## config.mk

```make
export PLATFORM = sky130hd
export DESIGN_NAME = throttle_curve_interpolator_top_flat
export DESIGN_NICKNAME = d
export VERILOG_FILES = /design/src/rtl/core/tci_pkg.sv /design/src/rtl/core/tci_req_if.sv /design/src/rtl/core/tci_rsp_if.sv /design/src/rtl/core/tci_seg_mul.sv /design/src/rtl/core/throttle_curve_interpolator_top.sv /design/src/flat_wrapper.sv
export VERILOG_INCLUDE_DIRS = /design/src /design/src/rtl/core
export SDC_FILE = /design/constraint.sdc
export NUM_CORES = 1
export LEC_CHECK = 0
export BUFFER_PORTS_ARGS = -buffer_cell sky130_fd_sc_hd__buf_2
export CAP_MARGIN = 15
export CORE_MARGIN = 2
export CORE_UTILIZATION = 60
export CTS_BUF_LIST = sky130_fd_sc_hd__clkbuf_4
export DETAILED_ROUTE_END_ITERATION = 10
export PLACE_DENSITY_LB_ADDON = 0.12
export SLEW_MARGIN = 20
export SYNTH_ARGS = -nofsm -noshare
export SYNTH_HDL_FRONTEND = slang
export SYNTH_HIERARCHICAL = 1
export SYNTH_SLANG_ARGS = --single-unit
```

## constraint.sdc

```tcl
create_clock -name clock -period 15.11 [get_ports clock]
set_clock_uncertainty 0.15 [all_clocks]
set_input_delay 3.022 -clock clock [delete_from_list [all_inputs] [get_ports clock]]
set_output_delay 3.022 -clock clock [all_outputs]
set_load 0.1 [all_outputs]
```

## src/rtl/core/throttle_curve_interpolator_top_assert.svh

```systemverilog
// ----------------------------------------------------------------------------
// Throttle curve interpolator assertion macros
// Shorthand for the concurrent checks at the end of the top level.
// ----------------------------------------------------------------------------
`ifndef THROTTLE_CURVE_INTERPOLATOR_TOP_ASSERT_SVH
`define THROTTLE_CURVE_INTERPOLATOR_TOP_ASSERT_SVH

// Same-cycle implication, disabled while reset is high.
`define TCI_ASSERT_NOW(label, clk, rst, ante, cons, msg) \
   label: assert property (@(posedge clk) disable iff (rst) (ante) |-> (cons)) \
      else $error(msg);

// Next-cycle implication, disabled while reset is high.
`define TCI_ASSERT_NEXT(label, clk, rst, ante, cons, msg) \
   label: assert property (@(posedge clk) disable iff (rst) (ante) |=> (cons)) \
      else $error(msg);

`endif

```

## src/rtl/core/tci_pkg.sv

```systemverilog
// ----------------------------------------------------------------------------
// Throttle curve interpolator package
// Widths, command codes and the fixed throttle curve table.
// ----------------------------------------------------------------------------
package tci_pkg;

   localparam int CURVE_POINTS = 11;
   localparam int CURVE_COUNT  = 4;

   localparam int PEDAL_W     = 9;
   localparam int DRIVE_W     = 12;
   localparam int CURVE_SEL_W = 2;
   localparam int SEG_W       = $clog2(CURVE_POINTS);
   localparam int Y_W         = 19;
   localparam int PSCALED_W   = 12;
   localparam int DELTA_W     = 9;
   localparam int RECIP_W     = 20;
   localparam int RECIP_SHIFT = 26;
   localparam int QUOT_W      = Y_W + RECIP_W - RECIP_SHIFT;

   localparam logic CMD_CONVERT    = 1'b0;
   localparam logic CMD_NEXT_CURVE = 1'b1;

   localparam logic [PEDAL_W-1:0]     PEDAL_FULL = 9'd256;
   localparam logic [DRIVE_W-1:0]     DRIVE_MAX  = 12'd4095;
   localparam logic [CURVE_SEL_W-1:0] CURVE_LAST = CURVE_SEL_W'(CURVE_COUNT - 1);

   // ceil(2^26 / 100); exact floor division by 100 for all values below 2^19.
   localparam logic [RECIP_W-1:0] RECIP_100 = 20'd671089;

   // Curve values in hundredths of a drive unit, curves A to D.
   localparam logic [Y_W-1:0] CURVE_TAB [CURVE_COUNT][CURVE_POINTS] = '{
      '{19'd0,      19'd40960,  19'd81920,  19'd122880, 19'd163840, 19'd204800,
        19'd245760, 19'd286720, 19'd327680, 19'd368640, 19'd409600},
      '{19'd122880, 19'd151552, 19'd180224, 19'd208896, 19'd237568, 19'd266240,
        19'd294912, 19'd323584, 19'd352256, 19'd380928, 19'd409600},
      '{19'd61440,  19'd81920,  19'd102400, 19'd122880, 19'd163840, 19'd204800,
        19'd245760, 19'd286720, 19'd327680, 19'd368640, 19'd409600},
      '{19'd0,      19'd10240,  19'd30720,  19'd51200,  19'd81920,  19'd122880,
        19'd163840, 19'd204800, 19'd245760, 19'd307200, 19'd409600}
   };

endpackage

```

## src/rtl/core/tci_req_if.sv

```systemverilog
// ----------------------------------------------------------------------------
// Throttle curve interpolator request channel
// Valid/ready channel carrying one command and one pedal reading per item.
// ----------------------------------------------------------------------------
interface tci_req_if import tci_pkg::*; ();
   logic               valid;
   logic               ready;
   logic               cmd;
   logic [PEDAL_W-1:0] pedal_level;

   modport source (output valid, output cmd, output pedal_level, input ready);
   modport sink   (input valid, input cmd, input pedal_level, output ready);
endinterface

```

## src/rtl/core/tci_rsp_if.sv

```systemverilog
// ----------------------------------------------------------------------------
// Throttle curve interpolator response channel
// Valid/ready channel carrying one drive level and the active curve per item.
// ----------------------------------------------------------------------------
interface tci_rsp_if import tci_pkg::*; ();
   logic                   valid;
   logic                   ready;
   logic [DRIVE_W-1:0]     drive_level;
   logic [CURVE_SEL_W-1:0] curve_index;

   modport source (output valid, output drive_level, output curve_index, input ready);
   modport sink   (input valid, input drive_level, input curve_index, output ready);
endinterface

```

## src/rtl/core/tci_seg_mul.sv

```systemverilog
// ----------------------------------------------------------------------------
// Throttle curve segment interpolation
// Finds the curve segment for a pedal reading and forms the interpolation
// numerator, already divided by 256.
// ----------------------------------------------------------------------------
module tci_seg_mul import tci_pkg::*; (
   input  logic [CURVE_SEL_W-1:0] curve_sel,
   input  logic [PEDAL_W-1:0]     pedal_level,
   output logic [Y_W-1:0]         num_hi
);

   logic [PEDAL_W-1:0]     pedal_clamp;
   logic [PSCALED_W-1:0]   pscaled;
   logic [PSCALED_W-1:0]   pround;
   logic [SEG_W-1:0]       seg;
   logic [SEG_W-1:0]       seg_lo;
   logic [PSCALED_W-1:0]   upper_x;
   logic [PSCALED_W-1:0]   delta_full;
   logic [DELTA_W-1:0]     delta;
   logic [Y_W-1:0]         y0;
   logic [Y_W-1:0]         y1;
   logic [Y_W-1:0]         dy;
   logic [Y_W+DELTA_W-1:0] prod;
   logic [Y_W+7:0]         num;

   always_comb begin
      pedal_clamp = (pedal_level > PEDAL_FULL) ? PEDAL_FULL : pedal_level;
      // Pedal times ten, so breakpoints land on multiples of 256.
      pscaled = {pedal_clamp, 3'b000} + {2'b00, pedal_clamp, 1'b0};
      // The upper breakpoint is the ceiling of pscaled / 256, at least one.
      pround = pscaled + PSCALED_W'(255);
      seg    = pround[PSCALED_W-1:8];
      if (seg == '0) begin
         seg = SEG_W'(1);
      end
      seg_lo = seg - SEG_W'(1);

      upper_x    = {seg, 8'h00};
      delta_full = upper_x - pscaled;
      delta      = delta_full[DELTA_W-1:0];

      y0 = CURVE_TAB[curve_sel][seg_lo];
      y1 = CURVE_TAB[curve_sel][seg];
      dy = y1 - y0;

      // The curves rise, so 256*y1 - delta*dy never drops below 256*y0.
      prod   = delta * dy;
      num    = {y1, 8'h00} - prod[Y_W+7:0];
      num_hi = num[Y_W+7:8];
   end

endmodule

```

## src/rtl/core/throttle_curve_interpolator_top.sv

```systemverilog
// ----------------------------------------------------------------------------
// Throttle curve interpolator
// Maps a pedal reading to a 12-bit drive level through one of four throttle
// curves; a map-change item steps the curve A, B, C, D and back to A.
// ----------------------------------------------------------------------------
// The block takes one item per clock while the response side is ready, and
// presents each result from the result register. The three stages are the
// input register, a register after the segment lookup and interpolation
// multiply, and the result register after the divide-by-100 reciprocal
// multiply; these two multipliers set the depth. A stalled response fills the
// empty stages before the request side sees ready drop. The curve selection
// changes when a map-change item is accepted, and every result reports the
// curve in use after its item; map-change results carry a drive level of zero.
module throttle_curve_interpolator_top import tci_pkg::*; (
   input  logic      clock,
   input  logic      reset,
   tci_req_if.sink   req,
   tci_rsp_if.source rsp
);

`include "throttle_curve_interpolator_top_assert.svh"

   logic [CURVE_SEL_W-1:0] curve_sel_ff;
   logic [CURVE_SEL_W-1:0] curve_sel_in;

   logic                   s1_valid_ff;
   logic                   s1_valid_in;
   logic                   s1_cmd_ff;
   logic [CURVE_SEL_W-1:0] s1_curve_ff;
   logic [PEDAL_W-1:0]     s1_pedal_ff;

   logic                   s2_valid_ff;
   logic                   s2_valid_in;
   logic                   s2_cmd_ff;
   logic [CURVE_SEL_W-1:0] s2_curve_ff;
   logic [Y_W-1:0]         s2_num_ff;

   logic                   out_valid_ff;
   logic                   out_valid_in;
   logic [DRIVE_W-1:0]     out_drive_ff;
   logic [DRIVE_W-1:0]     out_drive_in;
   logic [CURVE_SEL_W-1:0] out_curve_ff;

   logic                   s1_load;
   logic                   s2_load;
   logic                   out_load;
   logic                   req_fire;
   logic [Y_W-1:0]         num_hi;
   logic [Y_W+RECIP_W-1:0] recip_prod;
   logic [QUOT_W-1:0]      quot;

   // A stage may load when it is empty or its content moves on this cycle.
   assign out_load  = !out_valid_ff || rsp.ready;
   assign s2_load   = !s2_valid_ff || out_load;
   assign s1_load   = !s1_valid_ff || s2_load;
   assign req.ready = s1_load;
   assign req_fire  = req.valid && s1_load;

   always_comb begin
      curve_sel_in = curve_sel_ff;
      if (req_fire && (req.cmd == CMD_NEXT_CURVE)) begin
         curve_sel_in = (curve_sel_ff == CURVE_LAST) ? '0 : curve_sel_ff + CURVE_SEL_W'(1);
      end
   end

   assign s1_valid_in  = s1_load ? req.valid : s1_valid_ff;
   assign s2_valid_in  = s2_load ? s1_valid_ff : s2_valid_ff;
   assign out_valid_in = out_load ? s2_valid_ff : out_valid_ff;

   always_ff @(posedge clock) begin
      if (reset) begin
         curve_sel_ff <= '0;
         s1_valid_ff  <= 1'b0;
         s2_valid_ff  <= 1'b0;
         out_valid_ff <= 1'b0;
      end else begin
         curve_sel_ff <= curve_sel_in;
         s1_valid_ff  <= s1_valid_in;
         s2_valid_ff  <= s2_valid_in;
         out_valid_ff <= out_valid_in;
      end
   end

   tci_seg_mul u_seg_mul (
      .curve_sel   (s1_curve_ff),
      .pedal_level (s1_pedal_ff),
      .num_hi      (num_hi)
   );

   // Floor division by 100 through the reciprocal, then saturation; map-change items give zero.
   always_comb begin
      recip_prod = s2_num_ff * RECIP_100;
      quot       = recip_prod[RECIP_SHIFT +: QUOT_W];
      if (s2_cmd_ff == CMD_NEXT_CURVE) begin
         out_drive_in = '0;
      end else if (quot > QUOT_W'(DRIVE_MAX)) begin
         out_drive_in = DRIVE_MAX;
      end else begin
         out_drive_in = quot[DRIVE_W-1:0];
      end
   end

   always_ff @(posedge clock) begin
      if (req_fire) begin
         s1_cmd_ff   <= req.cmd;
         s1_curve_ff <= curve_sel_in;
         s1_pedal_ff <= req.pedal_level;
      end
      if (s2_load && s1_valid_ff) begin
         s2_cmd_ff   <= s1_cmd_ff;
         s2_curve_ff <= s1_curve_ff;
         s2_num_ff   <= num_hi;
      end
      if (out_load && s2_valid_ff) begin
         out_drive_ff <= out_drive_in;
         out_curve_ff <= s2_curve_ff;
      end
   end

   assign rsp.valid       = out_valid_ff;
   assign rsp.drive_level = out_drive_ff;
   assign rsp.curve_index = out_curve_ff;

   `TCI_ASSERT_NEXT(a_map_change_zero_drive, clock, reset,
      s2_valid_ff && out_load && (s2_cmd_ff == CMD_NEXT_CURVE),
      rsp.drive_level == '0, "map-change result carries a nonzero drive level")
   `TCI_ASSERT_NEXT(a_curve_only_on_change, clock, reset,
      !(req_fire && (req.cmd == CMD_NEXT_CURVE)),
      $stable(curve_sel_ff), "curve selection moved without a map-change item")
   `TCI_ASSERT_NOW(a_ready_needs_room, clock, reset,
      req.ready && rsp.valid && !rsp.ready,
      !(s1_valid_ff && s2_valid_ff), "request ready while the pipeline is full")

endmodule
```

## src/flat_wrapper.sv

```systemverilog
// flat-port wrapper written by rule: the top's interface ports become plain ports
module throttle_curve_interpolator_top_flat import tci_pkg::*;
  (clock, reset, req_valid, req_cmd, req_pedal_level, req_ready, rsp_valid, rsp_drive_level, rsp_curve_index, rsp_ready);
  tci_req_if req_i ();
  tci_rsp_if rsp_i ();
  input  logic clock;
  input  logic reset;
  input wire logic [$bits(req_i.valid)-1:0] req_valid;
  input wire logic [$bits(req_i.cmd)-1:0] req_cmd;
  input wire logic [$bits(req_i.pedal_level)-1:0] req_pedal_level;
  output wire logic [$bits(req_i.ready)-1:0] req_ready;
  output wire logic [$bits(rsp_i.valid)-1:0] rsp_valid;
  output wire logic [$bits(rsp_i.drive_level)-1:0] rsp_drive_level;
  output wire logic [$bits(rsp_i.curve_index)-1:0] rsp_curve_index;
  input wire logic [$bits(rsp_i.ready)-1:0] rsp_ready;
  assign req_i.valid = req_valid;
  assign req_i.cmd = req_cmd;
  assign req_i.pedal_level = req_pedal_level;
  assign req_ready = req_i.ready;
  assign rsp_valid = rsp_i.valid;
  assign rsp_drive_level = rsp_i.drive_level;
  assign rsp_curve_index = rsp_i.curve_index;
  assign rsp_i.ready = rsp_ready;
  throttle_curve_interpolator_top u_core (.clock(clock), .reset(reset), .req(req_i), .rsp(rsp_i));
endmodule
```

==> results.yml <==
floorplanning:
  die_w_um: 152
  core-area_um2: 21700
  die_height_um: 152
  rows: 54
  dieArea_um2: 23100
  io_pins: 30
  initial_core_util_pct: 60.6
critical_path:
  start_kind: "flop"
  end_kind: "flop"
  crit_fanout: 21
  crit_top_cell: "fa_1"
  worstPathRequired_ps: 15150
  crit_path_max_incr_delay_ps: 720
  worst_r2r_path_depth: 41
  arrival_ps: 12910
  slowest_stage: "a22oi_2"
  cp_top_family: "compound AO/OA/AOI/OAI gates"
  critPathKind: "flop to flop"
  cp.depth: 41
  path_buf_inv: 3
timing:
  rsz0062_at_grt: "false"
  period_share_pct: 85.2
  final_max_slew_viol_count: 0
  min_period_ps: 12870
  setup_violations: 0
  tightest_slew_ps: 1130
  setup_tns_ps: 0
  hold_viol: 0
  max_freq_mhz: 77.7
  slew_headroom_pct: 24.0
cells_and_area:
  stdcell_area_um2: 13600
  final_cell_mix: "inv_1 (329), ha_1 (227), fa_1 (168)"
  drive_above_1_share_pct: 5.94
  fin_cells: 1746
  layout_commonest_cell: "inv_1"
  syn_to_final_growth_pct: 3.52
  nets: 1873
  nFillCells: 1829
clock_network:
  clkSinkCount: 53
  clockBufferDepth: 2
  cts_tree: "built"
  cts-root-buf: "clkbuf_4"
  cts_htree_levels: 2
  cts_resized: 0
  ctsHoldBuffers: 0
  post_cts_buffers: 0
  cts-buffers-inserted: 5
  clkLatencyLatePin_ps: 410
  path_clk_slew_ps: 190
detailed_routing:
  drcViolationCount: 0
  via_count: 10000
  drtAntennaViolNets: 0
  viasPerCell: 5.75
  routed_wl_um: 30600
  dr.pass1.iters: 5
  wl_per_cell_um: 17.5
  first_iter_violations: 632
worst_hold_path:
  hp-class: "flop to flop"
  holdPathStages: 0
synth:
  synth_cells: 1453
  async_flop_share_pct: 0
  synth_cell_types: 99
  synthTopCellsByArea: "fa_1 (26%), ha_1 (22%), edfxtp_1 (11%)"
  synth_edf_count: 48
  synth-main-ff-cell: "edfxtp_1"
  yosysTopAreaCellShare_pct: 25.6
  ys_seq_area_share_pct: 11.7
  avgSynthCellArea_um2: 9.05
  ys_warn_count: 6
  syn_area_um2: 13200
  synth_seq_cells: 53
  yosysTopAreaCell: "fa_1"
global_route:
  antenna_found_initial: 1
  grt_max_degree: 26
  grt.met1_usage_pct: 35.6
  track_usage_pct: 27.1
  overflow: 0
  grtUsageMet2_pct: 47.6
  use_met3_pct: 2.17
  grt_pass1_vias: 10000
  busiest_layer: "met2"
  grt_pass1_wl_um: 51000
placed_design:
  io_buffers: 29
  post_dp_cell_area_um2: 13500
  routabilityCongestion: 0.944
  dp.cells: 1737
  dpl.hpwl_um: 25900
job:
  maxCapViolCount: 0
status:
  status: "complete, no violations"
-- sequential cells by signal (all words and copies together) (netlist names), 2 cells and up --
name / flops
u_core/curve_sel_ff: 2
u_core/s2_curve_ff: 2
u_core/s1_pedal_ff: 9
u_core/s2_num_ff: 19
u_core/s1_curve_ff: 2
u_core/rsp.drive_level: 12
u_core/rsp.curve_index: 2
-- cell families (layout without fill, tap and decap cells) --
family | count (synthesis) | in the layout | synth area share [%]
AO/OA/AOI/OAI | 271 | 271 | 14.4
XOR/XNOR | 49 | 49 | 3.59
multiplexers | 14 | 14 | 1.11
flip-flops | 53 | 53 | 11.7
adder cells (fa/ha/maj) | 396 | 396 | 47.2
other | 1 | 5 | 0.0285
AND/OR/NAND/NOR | 304 | 304 | 11.2
buffers and inverters | 365 | 374 | 10.7
-- metal layers --
metal / up-vias / part of all wire [%]
met4: 0 / 3.4
met3: 60 / 3.7
li1: 4846 / -
met1: 4835 / 44
met2: 291 / 49
met5: - / 0
-- synthesized netlist by cell type, drive strengths merged (5+ instances only) --
master	instances
and3	10
nor2	100
nor3	20
o21bai	5
o21a	12
a21boi	6
edfxtp	48
ha	227
nand2	78
or3	6
xnor2	33
and2	8
a311oi	5
a31oi	19
nand3	23
a21oi	66
o31ai	7
nor2b	10
buf	16
clkbuf	18
o21ai	55
o211ai	14
xor2	14
nand4	13
or2	11
a21o	20
a211oi	6
dfxtp	5
mux2i	12
fa	168
nand2b	13
o311ai	5
inv	330
o211a	5
-- stage by stage --
step	setup slack, ps	util [%]	hold slack, ps
3_3_place_gp	2680	62.4	251
5_1_grt	1420	62.8	315
4_1_cts	2440	62.8	296
6_report	2240	62.8	295
3_5_place_dp	2460	62.5	255
2_1_floorplan	4060	-	250
-- path summary, 6_finish.rpt --
check / start / to / slack, ps
worst max-delay path: u_core/s1_pedal_ff[8] / u_core/s2_num_ff[18] / 2240
worst max register to register: u_core/s1_pedal_ff[8] / u_core/s2_num_ff[18] / 2240
worst min register to register: u_core/s2_curve_ff[1] / u_core/rsp.curve_index[1] / 290
worst min-delay path: u_core/s2_curve_ff[1] / u_core/rsp.curve_index[1] / 290
-- layout make-up --
class | instances | area (µm²) | share of cell area, %
sequential | 53 | 1540 | 11.3
tap | 280 | 350 | 2.57
clock buffer | 5 | 37.5 | 0.276
multi-input combinational | 1038 | 10200 | 75.1
antenna | 1 | 2.50 | 0.0184
inverter | 331 | 1240 | 9.12
clock inverter | 3 | 28.8 | 0.211
timing repair buffer | 35 | 190 | 1.40
-- worst register-to-register path, delay by kind of cell, from the launching register on --
family | cells | cell delay [ps]
buffers and inverters | 3 | 630
flip-flops | 1 | 710
AND/OR/NAND/NOR | 7 | 1740
adder cells (fa/ha/maj) | 9 | 3780
AO/OA/AOI/OAI | 17 | 4160
multiplexers | 1 | 170
XOR/XNOR | 4 | 1310
Power is not shown: default switching activity piles up to over one toggle a cycle in this logic, so the estimate is an artifact.
